==> config.mk <==
export PLATFORM = sky130hd
export DESIGN_NAME = rmv_sqrt
export DESIGN_NICKNAME = d
export VERILOG_FILES = /design/src/hdl/rmv_pkg.sv /design/src/hdl/rmv_sqrt.sv
export SDC_FILE = /design/constraint.sdc
export NUM_CORES = 1
export LEC_CHECK = 0
export ABC_CLOCK_PERIOD_IN_PS = 2530
export BUFFER_PORTS_ARGS = -buffer_cell sky130_fd_sc_hd__buf_2
export CAP_MARGIN = 20
export CORE_ASPECT_RATIO = 0.8
export CORE_MARGIN = 2
export CORE_UTILIZATION = 50
export CTS_CLUSTER_DIAMETER = 60
export DETAILED_ROUTE_END_ITERATION = 12
export PLACE_DENSITY = 0.7
export SLEW_MARGIN = 0
export SYNTH_ARGS = -nofsm -noshare
export SYNTH_HDL_FRONTEND = slang
export SYNTH_SLANG_ARGS = --single-unit
==> constraint.sdc <==
create_clock -name aclk -period 2.53 [get_ports aclk]
set_input_delay 0.506 -clock aclk [delete_from_list [all_inputs] [get_ports aclk]]
set_output_delay 0.506 -clock aclk [all_outputs]
set_load 0.02 [all_outputs]
==> src/hdl/rmv_pkg.sv <==
// ----------------------------------------------------------------------------
// rmv_pkg
// Shared widths, codes and types for the binned running mean/variance unit.
// ----------------------------------------------------------------------------
`default_nettype none

package rmv_pkg;

    localparam int COUNT_W  = 24;
    localparam int MEAN_W   = 32;
    localparam int SUM_W    = 64;
    localparam int FRAC_W   = 16;
    localparam int SAMPLE_W = 16;
    localparam int INDEX_W  = 7;
    localparam int RAD_W    = SUM_W + FRAC_W;
    localparam int ROOT_W   = RAD_W / 2;

    localparam int IN_TDATA_W  = 24;
    localparam int OUT_TDATA_W = 88;

    localparam int NUM_BINS_DEF    = 128;
    localparam int SAMPLE_BITS_DEF = 16;

    localparam logic [COUNT_W-1:0] COUNT_MAX = '1;
    localparam logic [MEAN_W-1:0]  MEAN_MAX  = '1;

    localparam logic OP_ADD   = 1'b0;
    localparam logic OP_QUERY = 1'b1;

    typedef struct packed {
        logic [SUM_W-1:0]   dev_sum;
        logic [MEAN_W-1:0]  mean;
        logic [COUNT_W-1:0] count;
    } bin_entry_t;

    typedef struct packed {
        logic               sat;
        logic [MEAN_W-1:0]  std_dev;
        logic [MEAN_W-1:0]  mean;
        logic [COUNT_W-1:0] count;
    } result_t;

    typedef enum logic [3:0] {
        ST_CLEAR,
        ST_IDLE,
        ST_READ,
        ST_DECIDE,
        ST_ADD_DIV,
        ST_ADD_MUL,
        ST_QRY_DIV,
        ST_QRY_SQRT,
        ST_WRITE,
        ST_DONE
    } state_t;

endpackage

`default_nettype wire

==> src/hdl/rmv_sqrt.sv <==
// ----------------------------------------------------------------------------
// rmv_sqrt
// Digit-by-digit integer square root of value * 2^16, two radicand bits a cycle.
// ----------------------------------------------------------------------------
`default_nettype none

module rmv_sqrt (
    input  wire logic                         aclk,
    input  wire logic                         aresetn,
    input  wire logic                         start,
    input  wire logic [rmv_pkg::SUM_W-1:0]    value,
    output logic                              done,
    output logic [rmv_pkg::ROOT_W-1:0]        root
);
    import rmv_pkg::*;

    localparam int CNT_W = $clog2(ROOT_W + 1);
    localparam int REM_W = ROOT_W + 2;

    logic               active_reg;
    logic               done_reg;
    logic [CNT_W-1:0]   cnt_reg;
    logic [RAD_W-1:0]   rad_reg;
    logic [ROOT_W-1:0]  root_reg;
    logic [REM_W-1:0]   rem_reg;
    logic [REM_W-1:0]   rem_next;
    logic [ROOT_W-1:0]  root_next;
    logic [REM_W+1:0]   shifted;
    logic [REM_W+1:0]   trial;

    always_comb begin
        shifted = {rem_reg, rad_reg[RAD_W-1 -: 2]};
        trial   = {2'b00, root_reg, 2'b01};
        if (shifted >= trial) begin
            rem_next  = REM_W'(shifted - trial);
            root_next = {root_reg[ROOT_W-2:0], 1'b1};
        end else begin
            rem_next  = shifted[REM_W-1:0];
            root_next = {root_reg[ROOT_W-2:0], 1'b0};
        end
    end

    always_ff @(posedge aclk) begin
        if (!aresetn) begin
            active_reg <= 1'b0;
            done_reg   <= 1'b0;
            cnt_reg    <= '0;
        end else begin
            done_reg <= 1'b0;
            if (start) begin
                active_reg <= 1'b1;
                cnt_reg    <= CNT_W'(ROOT_W);
            end else if (active_reg) begin
                cnt_reg <= cnt_reg - 1'b1;
                if (cnt_reg == CNT_W'(1)) begin
                    active_reg <= 1'b0;
                    done_reg   <= 1'b1;
                end
            end
        end
    end

    always_ff @(posedge aclk) begin
        if (start) begin
            rad_reg  <= {value, {FRAC_W{1'b0}}};
            root_reg <= '0;
            rem_reg  <= '0;
        end else if (active_reg) begin
            rad_reg  <= {rad_reg[RAD_W-3:0], 2'b00};
            root_reg <= root_next;
            rem_reg  <= rem_next;
        end
    end

    assign done = done_reg;
    assign root = root_reg;

endmodule

`default_nettype wire

==> out/results.ini <==
[synth]
postSynth.asyncResetShare=0
synth_warnings=0
yosysMostFrequentCell=nor2_1
synth_largest_area_cell=edfxtp_1
synthSimpleGateAreaFrac=0.1278
synthXorXnorAreaFrac=0.03694
synthMuxAreaShare=0.1257
synth_common_cells=nor2_1 (104), dfxtp_1 (90), nand2_1 (82)
synth.top_cell.area_share=0.2086
synthCells=956
synth_fa_ha_area_frac=0.05975
yosys_register_bits=154
yosysUniqueCellTypes=65
yosys-top-cells-area=edfxtp_1 (21%), dfxtp_1 (20%), mux2_2 (7.6%)
synth-edff-count=64
synth_nets=1067
synth_top_family_by_area=compound AO/OA/AOI/OAI gates
synth_area_um2=9214
synthFlopType=dfxtp_1
avgSynthCellArea_um2=9.638
synth-compound-area-share=0.1653
ys_seq_area_frac=0.4041

[sta]
period_share=1.087
finalHoldViolations=0
finClkSkew_ns=0.01472
fmax_mhz=363.6
rsz0062_at_grt=true
worstMarginPinSlew_ns=0.8415
setup_ws_ns=-0.2199
setup_viol=40
slew_headroom=0.4390
period_needed_ns=2.750
finalMaxSlewViolations=0

[worst_setup_path]
reg2reg_from=root[2]
start_kind=flip-flop
crit_path_start=root[2]
crit_fanout=7
worstPathRequired_ns=2.82
critical_path.most_common_cell=a211oi_2
endpoint_kind=flip-flop
crit_chain=inv_1, ha_1, o21ai_1, a21oi_1, o21ai_2, a211oi_2, nor3_2, buf_4, o31ai_4, buf_6, buf_12, mux2i_2, a211oi_2
crit_slowest_cell=dfxtp_1
crit_family=compound AO/OA/AOI/OAI gates
crit_arrival_ns=3.04
path_class=flip-flop to flip-flop
max_stage_delay_ns=0.34
cp_num_buf_inv=4

[route]
drt_wl_total_um=24750
drt.antenna.violating_nets=0
via_count=8021
drt-initial-drc-count=506
post_drt_wl_per_cell_um=17.03
vias_per_cell=5.520
drc=0
dr.pass1.iters=5

[clocking]
htreeDepth=4
clockBufferDepth=2
cts_tree=built
clkTransAtPathRegs_ns=0.07
cts_inserted_buffers=17
clock-sinks=154
cts-root-buf=clkbuf_16
clk_latency_ns=0.43

[final_layout]
syn_to_final_growth_pct=39.15
fin_util=0.7079
num_antenna_cells=0
fin_nets=1321
largest_reg_flops=64
nFillCells=1293
layout-drive-gt1-share=0.4881
layout.cells.non_filler=1453

[global_route]
grt_overflow_total=0
grt_max_degree=67
antenna_found_initial=0
grt_util_all_layers=0.2493
grt_pass1_vias=8051
grt_pass1_wl_um=39320

[outcome]
status=finished, violations left
violations=negative setup slack

[pwr]
power_density_nw_per_um2=1318
max-vdd-ir-drop_uv=1060
power.static_leakage_nw=5.467

[floorplan]
die_w_um=155.8
fp.dieArea_um2=19540
core_area_um2=18110
initial_utilization=0.5087
die_h_um=125.4
row_count=44
boundaryPins=108

[placement]
io_buffers=107
placed_cells=1392
dp_hpwl_um=16110
gp_congestion=0.8999

[worst_hold_path]
min_path_type=primary input to flip-flop
hp-start=aresetn

[flow_run]
max_cap_viol_count=0

==> worst reg2reg max path: stages, from the launching register on <==
cell      delay [ns]
dfxtp_1         0.34
inv_1           0.05
ha_1            0.32
o21ai_1         0.12
a21oi_1         0.25
o21ai_2         0.12
a211oi_2        0.26
nor3_2          0.09
buf_4           0.15
o31ai_4         0.28
buf_6           0.17
buf_12          0.13
mux2i_2         0.23
a211oi_2        0.09
==> layout make-up <==
cell class	instances	area [um^2]	area share
well taps	230	287.8	0.02245
repair buffers	322	2346	0.1830
inverters	60	225.2	0.01757
clock inverters	15	157.7	0.01230
flip-flops and latches	154	3757	0.2931
multi-input cells	655	5622	0.4385
clock buffers	17	425.4	0.03318
==> layout by cell type, fill, tap and decap left out, drive strengths merged, types with 4 or more instances in the layout <==
cell    Yosys  layout
a211oi     14      14
a21o       15      15
a21oi      54      54
a311oi     24      24
a32oi      10      10
and2        6       6
and3       10      10
buf        68     322
clkbuf     19      17
dfxtp      90      90
edfxtp     64      64
ha         44      44
inv        60      71
mux2       62      62
mux2i      46      46
nand2      82      82
nand2b      6       6
nand3      10      10
nand4      11      11
nor2      105     105
nor2b       5       5
nor3       16      16
nor4        4       4
o211ai      5       5
o21a        5       5
o21ai      40      40
o21bai      6       6
o31ai       6       6
or3         6       6
xnor2      24      24
xor2       14      14
==> per-stage QoR <==
stage                     total power [W]  TNS, ns  instance area (um^2)  setup slack [ns]  hold WS [ns]
after global placement            0.01095   -4.935                 11090           -0.4082        0.4703
after detailed placement          0.01103   -5.809                 11090           -0.3293        0.4890
after CTS                         0.01553   -1.409                 12400          -0.08746        0.3400
after floorplan                  0.008260        0                  9300          0.001768        0.4396
after global routing              0.01773   -9.431                 12820           -0.3135        0.3434
final                             0.01690   -4.982                 12820           -0.2199        0.3509
==> where the power goes <==
| part | total [W] | leakage (nW) | switching [W] | internal [W] |
|---|---|---|---|---|
| clock network | 0.00253 | 0.285 | 0.00121 | 0.00133 |
| logic | 0.0112 | 3.79 | 0.00560 | 0.00562 |
| registers | 0.00315 | 1.39 | 0.000223 | 0.00293 |
==> repair_timing <==
item                       CTS  global route
setup endpoints to repair   43            43
pin swaps                   47            57
setup buffers               16            11
hold buffers                 0             0
cloned                       3             0
gates resized for setup    102            82
==> worst paths after layout <==
| path | end | slack [ns] | depth (start not counted) |
|---|---|---|---|
| setup reg to reg | rem_reg[25] | -0.22 | 13 |
| setup / recovery | rem_reg[25] | -0.22 | 13 |
| hold reg to reg | cnt_reg[1] | 0.51 | 2 |
| hold / removal | cnt_reg[3] | 0.35 | 2 |
==> logic make-up (layout without fill, tap and decap cells) <==
family / count (synthesis) / after routing
AO/OA/AOI/OAI: 200 / 200
adder cells (fa/ha/maj): 44 / 44
buffers and inverters: 147 / 414
multiplexers: 108 / 108
flip-flops: 154 / 154
AND/OR/NAND/NOR: 265 / 265
XOR/XNOR: 38 / 38
==> layer usage <==
| metal | wire (um) | global-route usage | vias up |
|---|---|---|---|
| li1 | - | - | 3900 |
| met4 | 509 | 0.08095 | 0 |
| met3 | 1165 | 0.05234 | 48 |
| met1 | 11450 | 0.3329 | 3840 |
| met5 | 0 | 0 | - |
| met2 | 11630 | 0.4055 | 233 |
No activity file was read; power rests on OpenSTA's default activity.
