### config.mk
export PLATFORM = sky130hd
export DESIGN_NAME = rmv_multiplier
export DESIGN_NICKNAME = d
export VERILOG_FILES = /design/src/hdl/rmv_pkg.sv /design/src/hdl/rmv_multiplier.sv
export SDC_FILE = /design/constraint.sdc
export NUM_CORES = 1
export LEC_CHECK = 0
export ABC_AREA = 0
export BUFFER_PORTS_ARGS = -buffer_cell sky130_fd_sc_hd__buf_2
export CORE_AREA = 2 2 138 100
export DETAILED_ROUTE_END_ITERATION = 10
export DIE_AREA = 0 0 140 102
export PLACE_DENSITY_LB_ADDON = 0.2
export SETUP_SLACK_MARGIN = 0.1
export SLEW_MARGIN = 20
export SYNTH_ARGS = -nofsm -noshare
export SYNTH_HDL_FRONTEND = slang
export SYNTH_SLANG_ARGS = --single-unit
### constraint.sdc
create_clock -name aclk -period 8.9 [get_ports aclk]
set_input_delay 1.78 -clock aclk [delete_from_list [all_inputs] [get_ports aclk]]
set_output_delay 1.78 -clock aclk [all_outputs]
set_load 0.005 [all_outputs]
### src/hdl/rmv_pkg.sv
// ----------------------------------------------------------------------------
// rmv_pkg
// Shared widths, codes and types for the binned running mean/variance unit.
// ----------------------------------------------------------------------------
`default_nettype none

package rmv_pkg;

    localparam int COUNT_W  = 24;
    localparam int MEAN_W   = 32;
    localparam int SUM_W    = 64;
    localparam int FRAC_W   = 16;
    localparam int SAMPLE_W = 16;
    localparam int INDEX_W  = 7;
    localparam int RAD_W    = SUM_W + FRAC_W;
    localparam int ROOT_W   = RAD_W / 2;

    localparam int IN_TDATA_W  = 24;
    localparam int OUT_TDATA_W = 88;

    localparam int NUM_BINS_DEF    = 128;
    localparam int SAMPLE_BITS_DEF = 16;

    localparam logic [COUNT_W-1:0] COUNT_MAX = '1;
    localparam logic [MEAN_W-1:0]  MEAN_MAX  = '1;

    localparam logic OP_ADD   = 1'b0;
    localparam logic OP_QUERY = 1'b1;

    typedef struct packed {
        logic [SUM_W-1:0]   dev_sum;
        logic [MEAN_W-1:0]  mean;
        logic [COUNT_W-1:0] count;
    } bin_entry_t;

    typedef struct packed {
        logic               sat;
        logic [MEAN_W-1:0]  std_dev;
        logic [MEAN_W-1:0]  mean;
        logic [COUNT_W-1:0] count;
    } result_t;

    typedef enum logic [3:0] {
        ST_CLEAR,
        ST_IDLE,
        ST_READ,
        ST_DECIDE,
        ST_ADD_DIV,
        ST_ADD_MUL,
        ST_QRY_DIV,
        ST_QRY_SQRT,
        ST_WRITE,
        ST_DONE
    } state_t;

endpackage

`default_nettype wire

### src/hdl/rmv_multiplier.sv
// ----------------------------------------------------------------------------
// rmv_multiplier
// Shift-add multiplier, one multiplier bit per cycle, 32 x 32 to 64 bits.
// ----------------------------------------------------------------------------
`default_nettype none

module rmv_multiplier (
    input  wire logic                         aclk,
    input  wire logic                         aresetn,
    input  wire logic                         start,
    input  wire logic [rmv_pkg::MEAN_W-1:0]   mcand,
    input  wire logic [rmv_pkg::MEAN_W-1:0]   mplier,
    output logic                              done,
    output logic [2*rmv_pkg::MEAN_W-1:0]      product
);
    import rmv_pkg::*;

    localparam int CNT_W = $clog2(MEAN_W + 1);

    logic               active_reg;
    logic               done_reg;
    logic [CNT_W-1:0]   cnt_reg;
    logic [MEAN_W-1:0]  a_reg;
    logic [MEAN_W-1:0]  hi_reg;
    logic [MEAN_W-1:0]  lo_reg;
    logic [MEAN_W:0]    psum;

    assign psum = {1'b0, hi_reg} + (lo_reg[0] ? {1'b0, a_reg} : {(MEAN_W+1){1'b0}});

    always_ff @(posedge aclk) begin
        if (!aresetn) begin
            active_reg <= 1'b0;
            done_reg   <= 1'b0;
            cnt_reg    <= '0;
        end else begin
            done_reg <= 1'b0;
            if (start) begin
                active_reg <= 1'b1;
                cnt_reg    <= CNT_W'(MEAN_W);
            end else if (active_reg) begin
                cnt_reg <= cnt_reg - 1'b1;
                if (cnt_reg == CNT_W'(1)) begin
                    active_reg <= 1'b0;
                    done_reg   <= 1'b1;
                end
            end
        end
    end

    always_ff @(posedge aclk) begin
        if (start) begin
            a_reg  <= mcand;
            hi_reg <= '0;
            lo_reg <= mplier;
        end else if (active_reg) begin
            hi_reg <= psum[MEAN_W:1];
            lo_reg <= {psum[0], lo_reg[MEAN_W-1:1]};
        end
    end

    assign done    = done_reg;
    assign product = {hi_reg, lo_reg};

endmodule

`default_nettype wire

==> results of run 1 <==
==> metal layers <==
layer / part of all wire / track usage / vias to the layer above
met5: 0 / 0 / -
met1: 0.49 / 0.265 / 2140
met3: 0.048 / 0.0469 / 18
met4: 0.013 / 0.0482 / 0
li1: - / - / 2183
met2: 0.45 / 0.290 / 129
==> cells in the mapped netlist, types with 2 or more instances <==
master / count
o21bai_1: 6
a21o_1: 8
a21o_2: 2
nor3_1: 12
xnor2_1: 14
o21ai_1: 6
or3_1: 2
a21oi_1: 34
nand2_1: 37
xor2_1: 14
nand4_1: 4
clkbuf_1: 17
nand2b_1: 2
a41o_1: 2
nor4_1: 3
o21a_1: 6
a31oi_1: 5
inv_1: 14
nand3_1: 9
buf_2: 2
buf_1: 3
mux2i_1: 12
nor3b_1: 2
a21oi_2: 3
o21ai_0: 20
and3_1: 5
ha_1: 34
a21boi_0: 3
dfxtp_1: 40
a32o_1: 2
mux2_2: 32
o211ai_1: 4
and2_1: 33
nor2b_1: 4
nor2_1: 32
a211oi_1: 6
edfxtp_1: 64
==> kinds of logic (layout without fill, tap and decap cells) <==
logic type | after synthesis | after routing | share of synthesized area
and+or+nand+nor | 151 | 151 | 0.134
AOI/OAI and AO/OA | 125 | 125 | 0.158
DFF | 104 | 104 | 0.478
muxes | 44 | 44 | 0.0843
buffers and inverters | 36 | 164 | 0.0242
adders and majority gates | 35 | 35 | 0.0782
xor gates and xnor gates | 28 | 28 | 0.0430
==> stage by stage <==
stage          hold WS [ns]  instance area (µm²)
2_1_floorplan         0.459                 5700
4_1_cts               0.476                 6830
3_3_place_gp          0.459                 6500
3_5_place_dp          0.466                 6500
6_report              0.473                 6830
5_1_grt               0.506                 6830
==> cells in the final DEF, fill, tap and decap left out, types with 8 or more instances in the layout <==
cell / netlist / routed
buf_2: 2 / 130
edfxtp_1: 64 / 64
dfxtp_1: 40 / 40
nand2_1: 37 / 37
a21oi_1: 34 / 34
ha_1: 34 / 34
and2_1: 33 / 33
nor2_1: 32 / 32
mux2_2: 32 / 32
o21ai_0: 20 / 20
xor2_1: 14 / 14
xnor2_1: 14 / 14
inv_1: 14 / 13
nor3_1: 12 / 12
mux2i_1: 12 / 12
nand3_1: 9 / 9
clkbuf_16: 0 / 9
a21o_1: 8 / 8
==> power by group through the flow <==
stage / combinational (W) / clock (W) / sequential (W)
final: 0.000245 / 0.000442 / 0.000585
after global routing: 0.000270 / 0.000471 / 0.000592
after CTS: 0.000245 / 0.000451 / 0.000586
after detailed placement: 0.000243 / 0 / 0.000597
after global placement: 0.000239 / 0 / 0.000595
after floorplan: 0.000160 / 0 / 0.000591
==> path summary, 6_finish.rpt <==
path	from	endpoint	slack, ns
setup / recovery	lo_reg[0]$_DFFE_PP_	hi_reg[25]$_SDFFE_PP0P_	5.43
hold / removal	hi_reg[21]$_SDFFE_PP0P_	hi_reg[21]$_SDFFE_PP0P_	0.47
setup reg to reg	lo_reg[0]$_DFFE_PP_	hi_reg[25]$_SDFFE_PP0P_	5.43
hold reg to reg	hi_reg[21]$_SDFFE_PP0P_	hi_reg[21]$_SDFFE_PP0P_	0.47
==> worst reg2reg max path: cells and delay by family, from the launching register on <==
kind,cells,cell delay [ns]
adders and majority gates,2,0.66
and+or+nand+nor,4,0.95
DFF,1,0.79
AOI/OAI and AO/OA,5,0.97
==> final cells by class <==
class	instances	area, µm²
repair buffers	134	681
inverters	14	52.6
well taps	166	208
multi-input cells	383	2840
clock inverters	7	103
flip-flops and latches	104	2720
clock buffers	9	225
fillers	1141	6090
==> results_dict.tcl, run 1 <==
set metrics [dict create \
    status "finished with violations" \
    violations "DRC" \
    pin_count 132 \
    slowest_stage "edfxtp_1" \
    place_ws_ns 5.40 \
    synthArstFlopShare 0 \
    power.static_leakage_nw 2.95 \
    startpoint_type "flop" \
    diodes 0 \
    drt_iter0_drc 284 \
    switchingPower_w 0.000352 \
    dp.cells 801 \
    powerDensity_nw_per_um2 186 \
    hold_depth 2 \
    seq_power_share 0.460 \
    p_int_w 0.000920 \
    tightest_slew_ns 0.955 \
    path_depth 11 \
    reg2reg_depth 11 \
    min_path_type "flop to flop" \
    synth.yosys.seq_area_share 0.478 \
    antenna_found_initial 0 \
    pwr-share-comb 0.193 \
    rows 35 \
    vias_per_cell 5.47 \
    hold_viol_final 0 \
    drcViolationCount 6 \
    path_class "flop to flop" \
    max_stage_delay_ns 0.79 \
    critPathBufInv 0 \
    grt_use_total 0.187 \
    swShare 0.277 \
    grt_start_max_net_pins 77 \
    p_total_w 0.00127 \
    syn_inst 523 \
    grt_pass1_vias 4162 \
    drv_slew 0 \
    gp_congestion 0.897 \
    fin_cells 817 \
    holdBufCountCts 0 \
    htree_levels 3 \
    dp_hpwl_um 9890 \
    synth_nets 625 \
    max_slew_margin 0.363 \
    setup_viol 0 \
    clkPwrFrac 0.347 \
    post_cts_buffers 0 \
    synth_top_area_frac 0.337 \
    end_kind "flop" \
    drive_above_1_share 0.306 \
    critPathRequiredTime_ns 9.14 \
    avgSynthCellArea_um2 10.9 \
    fin_crit_ns 3.47 \
    dr.pass1.iters 10 \
    path_cells "and2_1, ha_1, fa_1, a21o_1, and4_4, o2111ai_2, o211a_4, o31ai_4, a21oi_2, nor3b_1, or3b_1" \
    tritoncts "built" \
    path_clk_slew_ns 0.07 \
    maxCapViolCount 0 \
    root_buffer "clkbuf_16" \
    portBuffers 131 \
    cp_data_arrival_time_ns 3.71 \
    insertion_delay_ns 0.36 \
    setup_slack_ns 5.43 \
    clock-sinks 104 \
    peakVddDrop_v 0.0000953 \
    fp.coreArea_um2 12900 \
    synthTopCellsByArea "edfxtp_1, dfxtp_1, ha_1" \
    num_vias 4470 \
    synth_area_leader_cell "edfxtp_1" \
    cp_top_family "compound AO/OA/AOI/OAI gates" \
    post-route-period-util 0.390 \
    grt_pass1_wl_um 21100 \
    cp_max_fo 33 \
    synth_cell_type_count 62 \
    skew_ns 0.0102 \
    drt-total-wl_um 13600 \
    initial_core_util 0.441 \
    wl_per_cell_um 16.6 \
    fin_util 0.529 \
    synth_flop_cell "edfxtp_1" \
    die-area_um2 14300 \
    rsz0062_at_grt "no" \
    synth_edf_count 64 \
    yosys_warnings 0 \
    die_x_um 140 \
    overflow 0 \
    setup_tns_ns 0 \
    synth_area_um2 5700 \
    die_h_um 102 \
    ctsResizeCount 0 \
    final_nets 748 \
    synth.ff_latch_count 104 \
    syn_to_final_growth_pct 19.9 \
    ant_nets 0 \
    cts_buffers 9 \
    cts_buffer_depth 2 \
    fmax_mhz 288 \
]
Power figures use the tool's default switching activity.
==> inputs of run 2 (changes only) <==
Clock period 8.9 ns to 3 ns, I/O delays scaled along.
==> run 2 against run 1 <==
Compared with the run above:
- the flow still finishes with violations (DRC)
- die area is the same
- worst setup slack lost 5.3 ns
- total power grew to 2.9 times the previous value
- critical path depth is the same
==> results_dict.tcl, run 2 (synthesis gave the netlist of run 1 again) <==
set metrics [dict create \
    peakVddDrop_v 0.000327 \
    holdBufCountCts 0 \
    rsz0062_at_grt "yes" \
    post-route-period-util 0.959 \
    grtUsageMet1 0.284 \
    met2_usage 0.285 \
    htree_levels 3 \
    fin_crit_ns 2.88 \
    cp_data_arrival_time_ns 3.11 \
    tightest_slew_ns 0.671 \
    dp_hpwl_um 10300 \
    root_buffer "clkbuf_16" \
    grt_start_max_net_pins 43 \
    hold_viol_final 0 \
    final_nets 772 \
    die_h_um 102 \
    vias_per_cell 5.34 \
    pwr-share-comb 0.221 \
    r2r_slack_ns 0.12 \
    rows 35 \
    drcViolationCount 3 \
    grt_pass1_vias 4274 \
    setup_viol 0 \
    grt_use_total 0.192 \
    power.static_leakage_nw 3.06 \
    dp.cells 816 \
    powerDensity_nw_per_um2 516 \
    drv_slew 0 \
    die_x_um 140 \
    syn_to_final_growth_pct 25.5 \
    grt_use_met3 0.0417 \
    pin_count 132 \
    fmax_mhz 348 \
    swShare 0.285 \
    overflow 0 \
    critPathRequiredTime_ns 3.23 \
    antenna_found_initial 0 \
    final_cell_mix "buf_2, edfxtp_1, dfxtp_1" \
    drt_iter0_drc 291 \
    num_vias 4491 \
    violations "DRC" \
    diodes 0 \
    drive_above_1_share 0.366 \
    path_class "flop to flop" \
    switchingPower_w 0.00105 \
    p_total_w 0.00369 \
    path_clk_slew_ns 0.07 \
    skew_ns 0.00933 \
    min_path_type "primary input to flop" \
    p_int_w 0.00264 \
    seq_power_share 0.470 \
    grt_pass1_wl_um 21800 \
    max_slew_margin 0.551 \
    grt_most_used_layer "met2" \
    fin_cells 841 \
    clkPwrFrac 0.308 \
    wl_per_cell_um 17.0 \
    gp_congestion 0.886 \
    initial_core_util 0.441 \
    die-area_um2 14300 \
    status "finished with violations" \
    clock-sinks 104 \
    maxCapViolCount 0 \
    insertion_delay_ns 0.35 \
    cts_buffer_depth 2 \
    portBuffers 131 \
    final_common_cell "buf_2" \
    cts_buffers 9 \
    end_kind "flop" \
    tritoncts "built" \
    dr.pass1.iters 7 \
    cp_max_fo 5 \
    drt-total-wl_um 14300 \
    fp.coreArea_um2 12900 \
    ant_nets 0 \
    startpoint_type "flop" \
]
-- run 2: critical path, stage by stage (launching register included) --
cell       delay [ns]
edfxtp_1         0.45
buf_4            0.18
and2_1           0.16
ha_4             0.30
a21o_1           0.14
and4_4           0.27
o2111ai_2        0.14
o211a_4          0.18
o31ai_4          0.32
a21oi_2          0.10
and3_1           0.18
or3_1            0.33
-- run 2: final timing paths --
kind / start / end / cells past startpoint
setup / recovery: lo_reg[0]$_DFFE_PP_ / hi_reg[29]$_SDFFE_PP0P_ / 11
hold / removal: mcand[3] / a_reg[3]$_DFFE_PP_ / 1
setup reg to reg: lo_reg[0]$_DFFE_PP_ / hi_reg[29]$_SDFFE_PP0P_ / 11
hold reg to reg: hi_reg[27]$_SDFFE_PP0P_ / hi_reg[27]$_SDFFE_PP0P_ / 2
-- run 2: what timing repair did --
action | CTS | global route
resized for setup | 1 | 33
buffers inserted | 4 | 5
pin swaps | 4 | 11
endpoints found under the setup margin | 3 | 12
-- run 2: per-layer routing --
| layer | vias to the layer above | routed length (µm) |
|---|---|---|
| met5 | - | 0 |
| met2 | 105 | 6300 |
| met1 | 2133 | 7200 |
| met4 | 0 | 211 |
| met3 | 16 | 585 |
| li1 | 2237 | - |
-- run 2: cell type report --
type | count | area, µm²
Tap cell | 166 | 208
Clock inverter | 4 | 35.0
Fill cell | 1178 | 5770
Clock buffer | 12 | 246
Inverter | 14 | 52.6
Timing Repair Buffer | 158 | 861
Multi-Input combinational cell | 383 | 3020
Sequential cell | 104 | 2720
-- run 2: power groups by stage --
stage	Combinational [W]	Clock, W	Sequential, W
final	0.000817	0.00114	0.00174
after global routing	0.000899	0.00122	0.00175
after CTS	0.000772	0.00116	0.00173
after detailed placement	0.000757	0	0.00176
after global placement	0.000751	0	0.00176
after floorplan	0.000475	0	0.00175
-- run 2: per-stage QoR --
step	instance area, µm²	util	hold WS (ns)	TNS, ns	setup WS, ns
6_report	7150	0.553	0.422	0	0.124
3_3_place_gp	6620	0.512	0.468	0	0.139
5_1_grt	7150	0.553	0.408	-0.0461	-0.0370
2_1_floorplan	5700	-	0.459	0	0.118
3_5_place_dp	6620	0.512	0.470	0	0.0950
4_1_cts	6940	0.537	0.414	0	0.110
