--- config.mk ---
export PLATFORM = sky130hd
export DESIGN_NAME = rmv_divider
export DESIGN_NICKNAME = d
export VERILOG_FILES = /design/src/hdl/rmv_pkg.sv /design/src/hdl/rmv_divider.sv
export SDC_FILE = /design/constraint.sdc
export NUM_CORES = 1
export LEC_CHECK = 0
export ABC_AREA = 1
export BUFFER_PORTS_ARGS = -buffer_cell sky130_fd_sc_hd__buf_2
export CAP_MARGIN = 5
export CORE_ASPECT_RATIO = 0.75
export CORE_MARGIN = 1
export CORE_UTILIZATION = 50
export CTS_CLUSTER_DIAMETER = 120
export DETAILED_ROUTE_END_ITERATION = 8
export PLACE_DENSITY = 0.88
export SLEW_MARGIN = 20
export SYNTH_ARGS = -nofsm -noshare
export SYNTH_HDL_FRONTEND = slang
export SYNTH_SLANG_ARGS = --single-unit
export TNS_END_PERCENT = 10
--- constraint.sdc ---
create_clock -name aclk -period 3.1 [get_ports aclk]
set_clock_uncertainty 0.1 [all_clocks]
set_input_delay 0.155 -clock aclk [delete_from_list [all_inputs] [get_ports aclk]]
set_output_delay 0.155 -clock aclk [all_outputs]
set_load 0.01 [all_outputs]
--- src/hdl/rmv_pkg.sv ---
// ----------------------------------------------------------------------------
// rmv_pkg
// Shared widths, codes and types for the binned running mean/variance unit.
// ----------------------------------------------------------------------------
`default_nettype none

package rmv_pkg;

    localparam int COUNT_W  = 24;
    localparam int MEAN_W   = 32;
    localparam int SUM_W    = 64;
    localparam int FRAC_W   = 16;
    localparam int SAMPLE_W = 16;
    localparam int INDEX_W  = 7;
    localparam int RAD_W    = SUM_W + FRAC_W;
    localparam int ROOT_W   = RAD_W / 2;

    localparam int IN_TDATA_W  = 24;
    localparam int OUT_TDATA_W = 88;

    localparam int NUM_BINS_DEF    = 128;
    localparam int SAMPLE_BITS_DEF = 16;

    localparam logic [COUNT_W-1:0] COUNT_MAX = '1;
    localparam logic [MEAN_W-1:0]  MEAN_MAX  = '1;

    localparam logic OP_ADD   = 1'b0;
    localparam logic OP_QUERY = 1'b1;

    typedef struct packed {
        logic [SUM_W-1:0]   dev_sum;
        logic [MEAN_W-1:0]  mean;
        logic [COUNT_W-1:0] count;
    } bin_entry_t;

    typedef struct packed {
        logic               sat;
        logic [MEAN_W-1:0]  std_dev;
        logic [MEAN_W-1:0]  mean;
        logic [COUNT_W-1:0] count;
    } result_t;

    typedef enum logic [3:0] {
        ST_CLEAR,
        ST_IDLE,
        ST_READ,
        ST_DECIDE,
        ST_ADD_DIV,
        ST_ADD_MUL,
        ST_QRY_DIV,
        ST_QRY_SQRT,
        ST_WRITE,
        ST_DONE
    } state_t;

endpackage

`default_nettype wire

--- src/hdl/rmv_divider.sv ---
// ----------------------------------------------------------------------------
// rmv_divider
// Restoring divider, one quotient bit per cycle; 32 or 64 dividend bits.
// ----------------------------------------------------------------------------
`default_nettype none

module rmv_divider (
    input  wire logic                         aclk,
    input  wire logic                         aresetn,
    input  wire logic                         start,
    input  wire logic                         short_mode,
    input  wire logic [rmv_pkg::SUM_W-1:0]    dividend,
    input  wire logic [rmv_pkg::COUNT_W-1:0]  divisor,
    output logic                              done,
    output logic [rmv_pkg::SUM_W-1:0]         quotient
);
    import rmv_pkg::*;

    localparam int CNT_W = $clog2(SUM_W + 1);

    logic                 active_reg;
    logic                 done_reg;
    logic [CNT_W-1:0]     cnt_reg;
    logic [SUM_W-1:0]     dq_reg;
    logic [COUNT_W-1:0]   dvs_reg;
    logic [COUNT_W-1:0]   rem_reg;
    logic [COUNT_W-1:0]   rem_next;
    logic                 qbit;
    logic [COUNT_W:0]     trial;

    always_comb begin
        trial = {rem_reg, dq_reg[SUM_W-1]};
        if (trial >= {1'b0, dvs_reg}) begin
            rem_next = COUNT_W'(trial - {1'b0, dvs_reg});
            qbit     = 1'b1;
        end else begin
            rem_next = trial[COUNT_W-1:0];
            qbit     = 1'b0;
        end
    end

    always_ff @(posedge aclk) begin
        if (!aresetn) begin
            active_reg <= 1'b0;
            done_reg   <= 1'b0;
            cnt_reg    <= '0;
        end else begin
            done_reg <= 1'b0;
            if (start) begin
                active_reg <= 1'b1;
                cnt_reg    <= short_mode ? CNT_W'(MEAN_W) : CNT_W'(SUM_W);
            end else if (active_reg) begin
                cnt_reg <= cnt_reg - 1'b1;
                if (cnt_reg == CNT_W'(1)) begin
                    active_reg <= 1'b0;
                    done_reg   <= 1'b1;
                end
            end
        end
    end

    // quotient bits enter at the bottom as dividend bits leave the top
    always_ff @(posedge aclk) begin
        if (start) begin
            dq_reg  <= short_mode ? {dividend[MEAN_W-1:0], {(SUM_W-MEAN_W){1'b0}}}
                                  : dividend;
            rem_reg <= '0;
            dvs_reg <= divisor;
        end else if (active_reg) begin
            dq_reg  <= {dq_reg[SUM_W-2:0], qbit};
            rem_reg <= rem_next;
        end
    end

    assign done     = done_reg;
    assign quotient = dq_reg;

endmodule

`default_nettype wire

==> results_tabular.tex, run 1 <==
\begin{tabular}{lr}
\hline
Metric & Value \\
\hline
\multicolumn{2}{l}{\textbf{Worst setup path}} \\
Kind of capture point of the worst setup path & flop \\
Critical path type & flop to flop \\
FF-to-FF setup slack & 660 ps \\
Arrival time reported for the critical path endpoint & 2480 ps \\
Highest fanout seen on the critical path & 25 \\
Startpoint class of the critical path & flop \\
Required time worst endpoint & 3140 ps \\
\multicolumn{2}{l}{\textbf{Floorplanning}} \\
Starting density of the core & 51.6\% \\
Core outline area & 13800 um2 \\
Vertical die dimension & 105 um \\
Area of the die & 14700 um2 \\
Die X-Extent & 140 um \\
Cell Rows & 37 \\
Top Ports & 157 \\
\multicolumn{2}{l}{\textbf{Pwr}} \\
PnR Total Power & 4550 uW \\
Peak ir drop on the vdd network & 0.392 mV \\
Net switching share of the total power & 27.8\% \\
Internal Power & 3290 uW \\
Sequential Power Share & 43.4\% \\
Combinational fraction of design power & 14.2\% \\
Clock share of power & 42.4\% \\
Power per unit of standard cell area & 502 nW/um2 \\
Leakage Power & 0.00467 uW \\
Net switching component of the power & 1260 uW \\
\multicolumn{2}{l}{\textbf{Synthesis}} \\
Ranking of synthesized cells by area & sky130\_fd\_sc\_hd\_\_edfxtp\_1, sky130\_fd\_sc\_hd\_\_nand2\_1, sky130\_fd\_sc\_hd\_\_inv\_1 \\
Top cell type's share of synthesized area & 37.1\% \\
Post-Syn Area & 7120 um2 \\
Number of instances in the synthesized netlist & 919 \\
Post-Syn Nets & 1038 \\
Sequential area share after synthesis & 46.4\% \\
Proportion of synthesized area in mux cells & 0\% \\
Number of flops mapped to enable cells by yosys & 88 \\
Flip-flop and latch count after synthesis & 121 \\
Most area-hungry cell type in the Yosys netlist & sky130\_fd\_sc\_hd\_\_edfxtp\_1 \\
Async set-reset flop share out of synthesis & 0\% \\
Synth Flop Type & sky130\_fd\_sc\_hd\_\_edfxtp\_1 \\
Combinational family with the most area after synthesis & simple AND/OR/NAND/NOR gates \\
Unique masters post-synth & 40 \\
Mean cell area of the mapped netlist & 7.75 um2 \\
Post-Synth Adder-Cell Area & 4.85\% \\
Compound-gate portion of the synthesized area & 9.31\% \\
Share of the synthesized netlist area taken by xor and xnor gates & 1.35\% \\
Simple-gate portion of the synthesized area & 25.4\% \\
Count of synthesis-stage warnings from yosys & 0 \\
\multicolumn{2}{l}{\textbf{Run status}} \\
Result of the run & finished with violations \\
Violated checks & hold timing \\
\multicolumn{2}{l}{\textbf{STA}} \\
Post-layout min period & 2440 ps \\
Hold violation count in the final report & 1 \\
Maximum clock frequency & 0.410 GHz \\
Pin slew with the least headroom to its limit & 725 ps \\
Setup violation total in the final timing report & 0 \\
Min Hold Slack & -1.59 ps \\
Setup repair after global routing missed its margin & false \\
Worst-case headroom to the max-slew limit & 51.7\% \\
Max-slew violation total from the final report & 0 \\
Final sum of negative setup slack & 0 ps \\
Post-route clock period utilization & 78.7\% \\
\multicolumn{2}{l}{\textbf{Layout}} \\
Max reg flops & 64 \\
Commonest non-fill, non-tap cell in the layout & sky130\_fd\_sc\_hd\_\_nand2\_1 \\
Post-route standard cell area excluding fillers & 9060 um2 \\
Diode insertion count for antenna repair & 0 \\
Number of inserted filler cells in the final layout & 1128 \\
Post-synthesis to final-layout area growth & 27.1\% \\
Layout Nets & 1236 \\
Utilization after layout & 65.7\% \\
Share of cells above drive strength 1 & 19.2\% \\
Final cell count without fillers & 1305 \\
Leading cell types in the layout, fill and taps excluded & sky130\_fd\_sc\_hd\_\_nand2\_1, sky130\_fd\_sc\_hd\_\_inv\_1, sky130\_fd\_sc\_hd\_\_buf\_2 \\
\multicolumn{2}{l}{\textbf{Worst hold path}} \\
Kind of path behind the tightest hold check & primary input to flop \\
\multicolumn{2}{l}{\textbf{Placed design}} \\
Number of buffers added on ports & 156 \\
Area after DPL & 8070 um2 \\
Placer congestion estimate & 0.990 \\
Instance count after placement with tap cells included & 1231 \\
Sum of net half-perimeters after detailed placement & 13400 um \\
\multicolumn{2}{l}{\textbf{Global routing}} \\
Global route overflow & 0 \\
Combined global-route utilization of all metal layers & 28.2\% \\
Pin count of the biggest net entering global routing & 66 \\
Vias in the first global route & 6717 \\
Initial antenna violation count & 0 \\
Global-route wire length before repair & 32600 um \\
\multicolumn{2}{l}{\textbf{Clock network}} \\
Master cell of the clock root buffer & sky130\_fd\_sc\_hd\_\_clkbuf\_16 \\
Post-cts sizing count & 0 \\
Htree depth & 4 \\
CTS tree & yes \\
Buffer levels on the longest clock path & 2 \\
Clk Latency, worst-skew pair & 420 ps \\
Clock transition at the register clock pins on the worst setup and hold paths after CTS & 60 ps \\
Post-CTS Repair Setup Buffers & 0 \\
Clock sink total & 121 \\
Num CTS Buffers & 17 \\
\multicolumn{2}{l}{\textbf{Route}} \\
Drt total wl & 19500 um \\
DRC violation count after routing & 0 \\
Overall via count from detail\_route & 6866 \\
Average vias per placed instance & 5.26 \\
Routed length per instance & 15.0 um \\
Iteration count of the initial detailed-routing pass & 5 \\
Antenna violation net count after detailed routing & 0 \\
Iter 0 DRT Violations & 514 \\
\multicolumn{2}{l}{\textbf{Job}} \\
Max\_cap viols & 0 \\
\hline
\end{tabular}
[power by group through the flow]
stage               combinational, uW  clock, uW  sequential, uW
CTS                               639       1940            1970
global placement                  580          0            2000
finish                            646       1930            1970
detailed placement                595          0            2000
floorplan                         296          0            2040
global route                      716       2020            1990
[Yosys cell counts (2+ instances only)]
library cell and count:
sky130_fd_sc_hd__nand3_1 65, sky130_fd_sc_hd__nand3b_1 6, sky130_fd_sc_hd__clkinv_1 3, sky130_fd_sc_hd__nor3_1 4
sky130_fd_sc_hd__o21ai_1 9, sky130_fd_sc_hd__nand2_1 285, sky130_fd_sc_hd__clkbuf_1 17, sky130_fd_sc_hd__buf_1 3
sky130_fd_sc_hd__buf_6 3, sky130_fd_sc_hd__a31oi_1 3, sky130_fd_sc_hd__nor2_2 2, sky130_fd_sc_hd__buf_2 4
sky130_fd_sc_hd__o221ai_1 32, sky130_fd_sc_hd__nor2_1 37, sky130_fd_sc_hd__a21oi_1 16, sky130_fd_sc_hd__inv_1 201
sky130_fd_sc_hd__dfxtp_1 33, sky130_fd_sc_hd__edfxtp_1 88, sky130_fd_sc_hd__nand2_2 3, sky130_fd_sc_hd__nand3_2 6
sky130_fd_sc_hd__xor2_1 3, sky130_fd_sc_hd__o21ai_0 40, sky130_fd_sc_hd__nand4_1 6, sky130_fd_sc_hd__ha_1 26
sky130_fd_sc_hd__inv_2 2, sky130_fd_sc_hd__xnor2_1 8
[repair_timing]
item,CTS,global route
setup endpoints to repair,0,0
endpoints found under the hold margin,45,0
hold buffers,42,0
[final timing paths]
kind                      from      endpoint  cells after the start
hold / removal    dividend[29]  quotient[29]                      3
setup reg to reg   dvs_reg[17]   quotient[0]                     12
setup / recovery   dvs_reg[17]   quotient[0]                     12
hold reg to reg    rem_reg[12]   rem_reg[12]                      2
[per-stage QoR]
stage          hold WS, ps  setup WS [ps]
3_5_place_dp           233            694
6_report             -1.59            659
2_1_floorplan          154           1030
3_3_place_gp           233            799
5_1_grt               2.41            410
4_1_cts             0.0535            675
[logic make-up after synthesis]
family	after synthesis
compound gates	105
xor+xnor	11
fa+ha+maj	27
buf+inv	234
flops	121
simple gates	421
[critical path, cell delays in order (launching register included)]
cell	delay, ps
sky130_fd_sc_hd__edfxtp_1	330
sky130_fd_sc_hd__inv_1	40
sky130_fd_sc_hd__ha_1	390
sky130_fd_sc_hd__nand2_1	170
sky130_fd_sc_hd__nor2_1	90
sky130_fd_sc_hd__nand2_1	80
sky130_fd_sc_hd__nor2_1	40
sky130_fd_sc_hd__nand2_1	80
sky130_fd_sc_hd__nand2_2	70
sky130_fd_sc_hd__nor2_4	270
sky130_fd_sc_hd__nand2_4	290
sky130_fd_sc_hd__nand2_1	140
sky130_fd_sc_hd__o21ai_1	70
[layer usage]
layer	share of wire (%)	track usage, %	up-vias
li1	-	-	3339
met1	43	37.1	3118
met2	45	45.3	368
met3	9.4	7.04	41
met4	2.5	10.0	0
met5	0	0	-
[cell type report]
cell class,instances,area [um2],share of cell area [%]
well taps,175,219,2.42
inverters,206,773,8.54
clock buffers,18,429,4.74
clock inverters,14,140,1.55
flip-flops and latches,121,3300,36.5
repair buffers,207,1280,14.1
multi-input cells,564,2910,32.1
(Power assumes the default switching activity.)
==> run 2, diff against run 1 <==
Settings changed: ABC_AREA 1 to 0, CORE_UTILIZATION 50 to 54, PLACE_DENSITY 0.88 to 0.91.
Clock period 3.1 ns to 2.34 ns, I/O delays scaled along.
==> results_tabular.tex, run 2 <==
\begin{tabular}{lr}
\hline
Metric & Value \\
\hline
\multicolumn{2}{l}{\textbf{Run status}} \\
Result of the run & finished with violations (unchanged) \\
Violated checks & DRC, hold timing, setup timing (was hold timing) \\
\multicolumn{2}{l}{\textbf{STA}} \\
Setup repair after global routing missed its margin & true (was false) \\
Maximum clock frequency & 0.295 GHz (was 0.410 GHz) \\
Setup violation total in the final timing report & 25 (was 0) \\
Post-layout min period & 3390 ps (was 2440 ps) \\
Min Hold Slack & -9.70 ps (was -1.59 ps) \\
Post-route clock period utilization & 145\% (was 78.7\%) \\
Hold violation count in the final report & 2 (was 1) \\
Min setup slack post-route & -1050 ps (was 659 ps) \\
Worst-case headroom to the max-slew limit & 35.1\% (was 51.7\%) \\
Pin slew with the least headroom to its limit & 970 ps (was 725 ps) \\
Final sum of negative setup slack & -18300 ps (was 0 ps) \\
Max-slew violation total from the final report & 0 (unchanged) \\
\multicolumn{2}{l}{\textbf{Worst setup path}} \\
Required time worst endpoint & 2530 ps (was 3140 ps) \\
Cell occurring most often along the worst timing path & sky130\_fd\_sc\_hd\_\_a21oi\_1 (was sky130\_fd\_sc\_hd\_\_nand2\_1) \\
Total number of cells along the worst setup path & 11 (was 12) \\
Maximum cell stage delay along the critical path & 510 ps (was 390 ps) \\
Worst reg-to-reg path cell count & 11 (was 12) \\
Critical path type & flop to flop (unchanged) \\
List of cells traversed by the critical path & inv\_1, ha\_1, a21oi\_1, nor2b\_1, a2111o\_1, a41oi\_2, buf\_6, buf\_4, nor2\_1, a21oi\_1, o21ai\_0 (was inv\_1, ha\_1, nand2\_1, nor2\_1, nand2\_1, nor2\_1, nand2\_1, nand2\_2, nor2\_4, nand2\_4, nand2\_1, o21ai\_1) \\
Crit path max-delay family & compound AO/OA/AOI/OAI gates (was simple AND/OR/NAND/NOR gates) \\
Highest fanout seen on the critical path & 4 (was 25) \\
Sum of buffers and inverters on the critical path & 3 (was 1) \\
Arrival time reported for the critical path endpoint & 3570 ps (was 2480 ps) \\
Startpoint class of the critical path & flop (unchanged) \\
FF-to-FF setup slack & -1050 ps (was 660 ps) \\
Cell with the largest stage delay on the worst path & sky130\_fd\_sc\_hd\_\_a2111o\_1 (was sky130\_fd\_sc\_hd\_\_ha\_1) \\
Kind of capture point of the worst setup path & flop (unchanged) \\
\multicolumn{2}{l}{\textbf{Layout}} \\
Commonest non-fill, non-tap cell in the layout & sky130\_fd\_sc\_hd\_\_buf\_2 (was sky130\_fd\_sc\_hd\_\_nand2\_1) \\
Leading cell types in the layout, fill and taps excluded & sky130\_fd\_sc\_hd\_\_buf\_2, sky130\_fd\_sc\_hd\_\_edfxtp\_1, sky130\_fd\_sc\_hd\_\_buf\_4 (was sky130\_fd\_sc\_hd\_\_nand2\_1, sky130\_fd\_sc\_hd\_\_inv\_1, sky130\_fd\_sc\_hd\_\_buf\_2) \\
Post-synthesis to final-layout area growth & 51.8\% (was 27.1\%) \\
Max reg flops & 64 (unchanged) \\
Layout Nets & 1083 (was 1236) \\
Number of inserted filler cells in the final layout & 470 (was 1128) \\
Diode insertion count for antenna repair & 0 (unchanged) \\
Share of cells above drive strength 1 & 35.6\% (was 19.2\%) \\
\multicolumn{2}{l}{\textbf{Worst hold path}} \\
Kind of path behind the tightest hold check & primary input to flop (unchanged) \\
Hold Path Stages & 3 (unchanged) \\
\multicolumn{2}{l}{\textbf{Clock network}} \\
Buffer levels on the longest clock path & 2 (unchanged) \\
Master cell of the clock root buffer & sky130\_fd\_sc\_hd\_\_clkbuf\_16 (unchanged) \\
Clock sink total & 121 (unchanged) \\
Num CTS Buffers & 17 (unchanged) \\
CTS tree & yes (unchanged) \\
Htree depth & 4 (unchanged) \\
Clock transition at the register clock pins on the worst setup and hold paths after CTS & 70 ps (was 60 ps) \\
Clk Latency, worst-skew pair & 450 ps (was 420 ps) \\
\multicolumn{2}{l}{\textbf{Route}} \\
Antenna violation net count after detailed routing & 0 (unchanged) \\
DRC violation count after routing & 35 (was 0) \\
Iteration count of the initial detailed-routing pass & 9 (was 5) \\
Average vias per placed instance & 6.75 (was 5.26) \\
Overall via count from detail\_route & 7689 (was 6866) \\
Iter 0 DRT Violations & 1898 (was 514) \\
Routed length per instance & 27.2 um (was 15.0 um) \\
Drt total wl & 31000 um (was 19500 um) \\
\multicolumn{2}{l}{\textbf{Floorplanning}} \\
Starting density of the core & 55.7\% (was 51.6\%) \\
Vertical die dimension & 96.8 um (was 105 um) \\
Top Ports & 157 (unchanged) \\
Die X-Extent & 128 um (was 140 um) \\
Core outline area & 11600 um2 (was 13800 um2) \\
Cell Rows & 34 (was 37) \\
Area of the die & 12400 um2 (was 14700 um2) \\
\multicolumn{2}{l}{\textbf{Synthesis}} \\
Post-Syn Area & 6470 um2 (was 7120 um2) \\
Unique masters post-synth & 49 (was 40) \\
Most area-hungry cell type in the Yosys netlist & sky130\_fd\_sc\_hd\_\_edfxtp\_1 (unchanged) \\
Synth Flop Type & sky130\_fd\_sc\_hd\_\_edfxtp\_1 (unchanged) \\
Most repeated cell in the gate-level netlist after synthesis & sky130\_fd\_sc\_hd\_\_edfxtp\_1 (was sky130\_fd\_sc\_hd\_\_nand2\_1) \\
Mean cell area of the mapped netlist & 9.89 um2 (was 7.75 um2) \\
Sequential area share after synthesis & 51.1\% (was 46.4\%) \\
Flip-flop and latch count after synthesis & 121 (unchanged) \\
Number of instances in the synthesized netlist & 654 (was 919) \\
Number of flops mapped to enable cells by yosys & 88 (unchanged) \\
Count of synthesis-stage warnings from yosys & 0 (unchanged) \\
Ranking of synthesized cells by area & sky130\_fd\_sc\_hd\_\_edfxtp\_1, sky130\_fd\_sc\_hd\_\_dfxtp\_1, sky130\_fd\_sc\_hd\_\_mux2i\_1 (was sky130\_fd\_sc\_hd\_\_edfxtp\_1, sky130\_fd\_sc\_hd\_\_nand2\_1, sky130\_fd\_sc\_hd\_\_inv\_1) \\
Cell types with the highest counts after synthesis & sky130\_fd\_sc\_hd\_\_edfxtp\_1, sky130\_fd\_sc\_hd\_\_nor2\_1, sky130\_fd\_sc\_hd\_\_inv\_1 (was sky130\_fd\_sc\_hd\_\_nand2\_1, sky130\_fd\_sc\_hd\_\_inv\_1, sky130\_fd\_sc\_hd\_\_edfxtp\_1) \\
Post-Syn Nets & 773 (was 1038) \\
Async set-reset flop share out of synthesis & 0\% (unchanged) \\
Top cell type's share of synthesized area & 40.8\% (was 37.1\%) \\
\multicolumn{2}{l}{\textbf{Global routing}} \\
Combined global-route utilization of all metal layers & 44.1\% (was 28.2\%) \\
Initial antenna violation count & 1 (was 0) \\
Pin count of the biggest net entering global routing & 132 (was 66) \\
Global-route wire length before repair & 40900 um (was 32600 um) \\
Global route overflow & 0 (unchanged) \\
Vias in the first global route & 7381 (was 6717) \\
\multicolumn{2}{l}{\textbf{Pwr}} \\
Leakage Power & 0.00433 uW (was 0.00467 uW) \\
PnR Total Power & 7650 uW (was 4550 uW) \\
Power per unit of standard cell area & 779 nW/um2 (was 502 nW/um2) \\
Peak ir drop on the vdd network & 0.776 mV (was 0.392 mV) \\
\multicolumn{2}{l}{\textbf{Job}} \\
Max\_cap viols & 0 (unchanged) \\
\multicolumn{2}{l}{\textbf{Placed design}} \\
Placer congestion estimate & 0.920 (was 0.990) \\
Number of buffers added on ports & 156 (unchanged) \\
Sum of net half-perimeters after detailed placement & 12400 um (was 13400 um) \\
\hline
\end{tabular}
[run 2: worst register-to-register path: cells and delay by family, from the launching register on]
family	cells	cell delay (ps)
simple gates	2	230
fa+ha+maj	1	290
flops	1	370
compound gates	5	1820
buf+inv	3	430
[run 2: final timing paths]
path,from,end
setup reg to reg,dvs_reg[22],rem_reg[14]
hold reg to reg,cnt_reg[1],cnt_reg[1]
hold / removal,dividend[46],quotient[46]
setup / recovery,dvs_reg[22],rem_reg[14]
[run 2: cells by family (layout without fill, tap and decap cells)]
family / count (synthesis) / in the layout / synth area share (%)
adder cells (fa/ha/maj): 27 / 27 / 5.34
multiplexers: 39 / 39 / 6.03
flip-flops: 121 / 121 / 51.1
XOR/XNOR: 22 / 22 / 2.98
buffers and inverters: 98 / 421 / 6.17
AO/OA/AOI/OAI: 171 / 171 / 16.5
AND/OR/NAND/NOR: 176 / 176 / 12.0
[run 2: timing repair]
item                                   CTS  global route
hold buffers                            74             0
endpoints found under the hold margin   76             0
pin swaps                               18            12
buffers inserted                         4             5
gates cloned                             0             0
resized for setup                       27            37
setup endpoints to repair               25            25
[run 2: layout make-up]
| class | count | area (um2) | share of cell area, % |
|---|---|---|---|
| flip-flops and latches | 121 | 3300 | 33.6 |
| multi-input cells | 435 | 3140 | 32.0 |
| repair buffers | 323 | 2300 | 23.4 |
| clock buffers | 17 | 425 | 4.33 |
| inverters | 66 | 260 | 2.65 |
| well taps | 162 | 203 | 2.06 |
| clock inverters | 15 | 189 | 1.92 |
[run 2: layer usage]
layer / global-route usage, % / up-vias / share of wire [%]
met5: 0 / - / 0.042
met4: 33.7 / 2 / 10
met3: 13.4 / 351 / 15
met2: 68.5 / 950 / 43
met1: 51.1 / 3435 / 32
li1: - / 2951 / -
[run 2: power breakdown]
| group | internal, uW | switching (uW) |
|---|---|---|
| Sequential | 2540 | 165 |
| Combinational | 869 | 1190 |
| Clock | 1700 | 1190 |
[run 2: per-stage QoR]
step           util, %  worst slack, ps  area (um2)  std cells
2_1_floorplan        -             -136        6520        654
3_3_place_gp      69.3             -194        8050       1024
3_5_place_dp      69.3             -315        8050       1024
4_1_cts           82.6             -266        9590       1134
5_1_grt           84.6            -1160        9820       1139
6_report          84.6            -1050        9820       1139
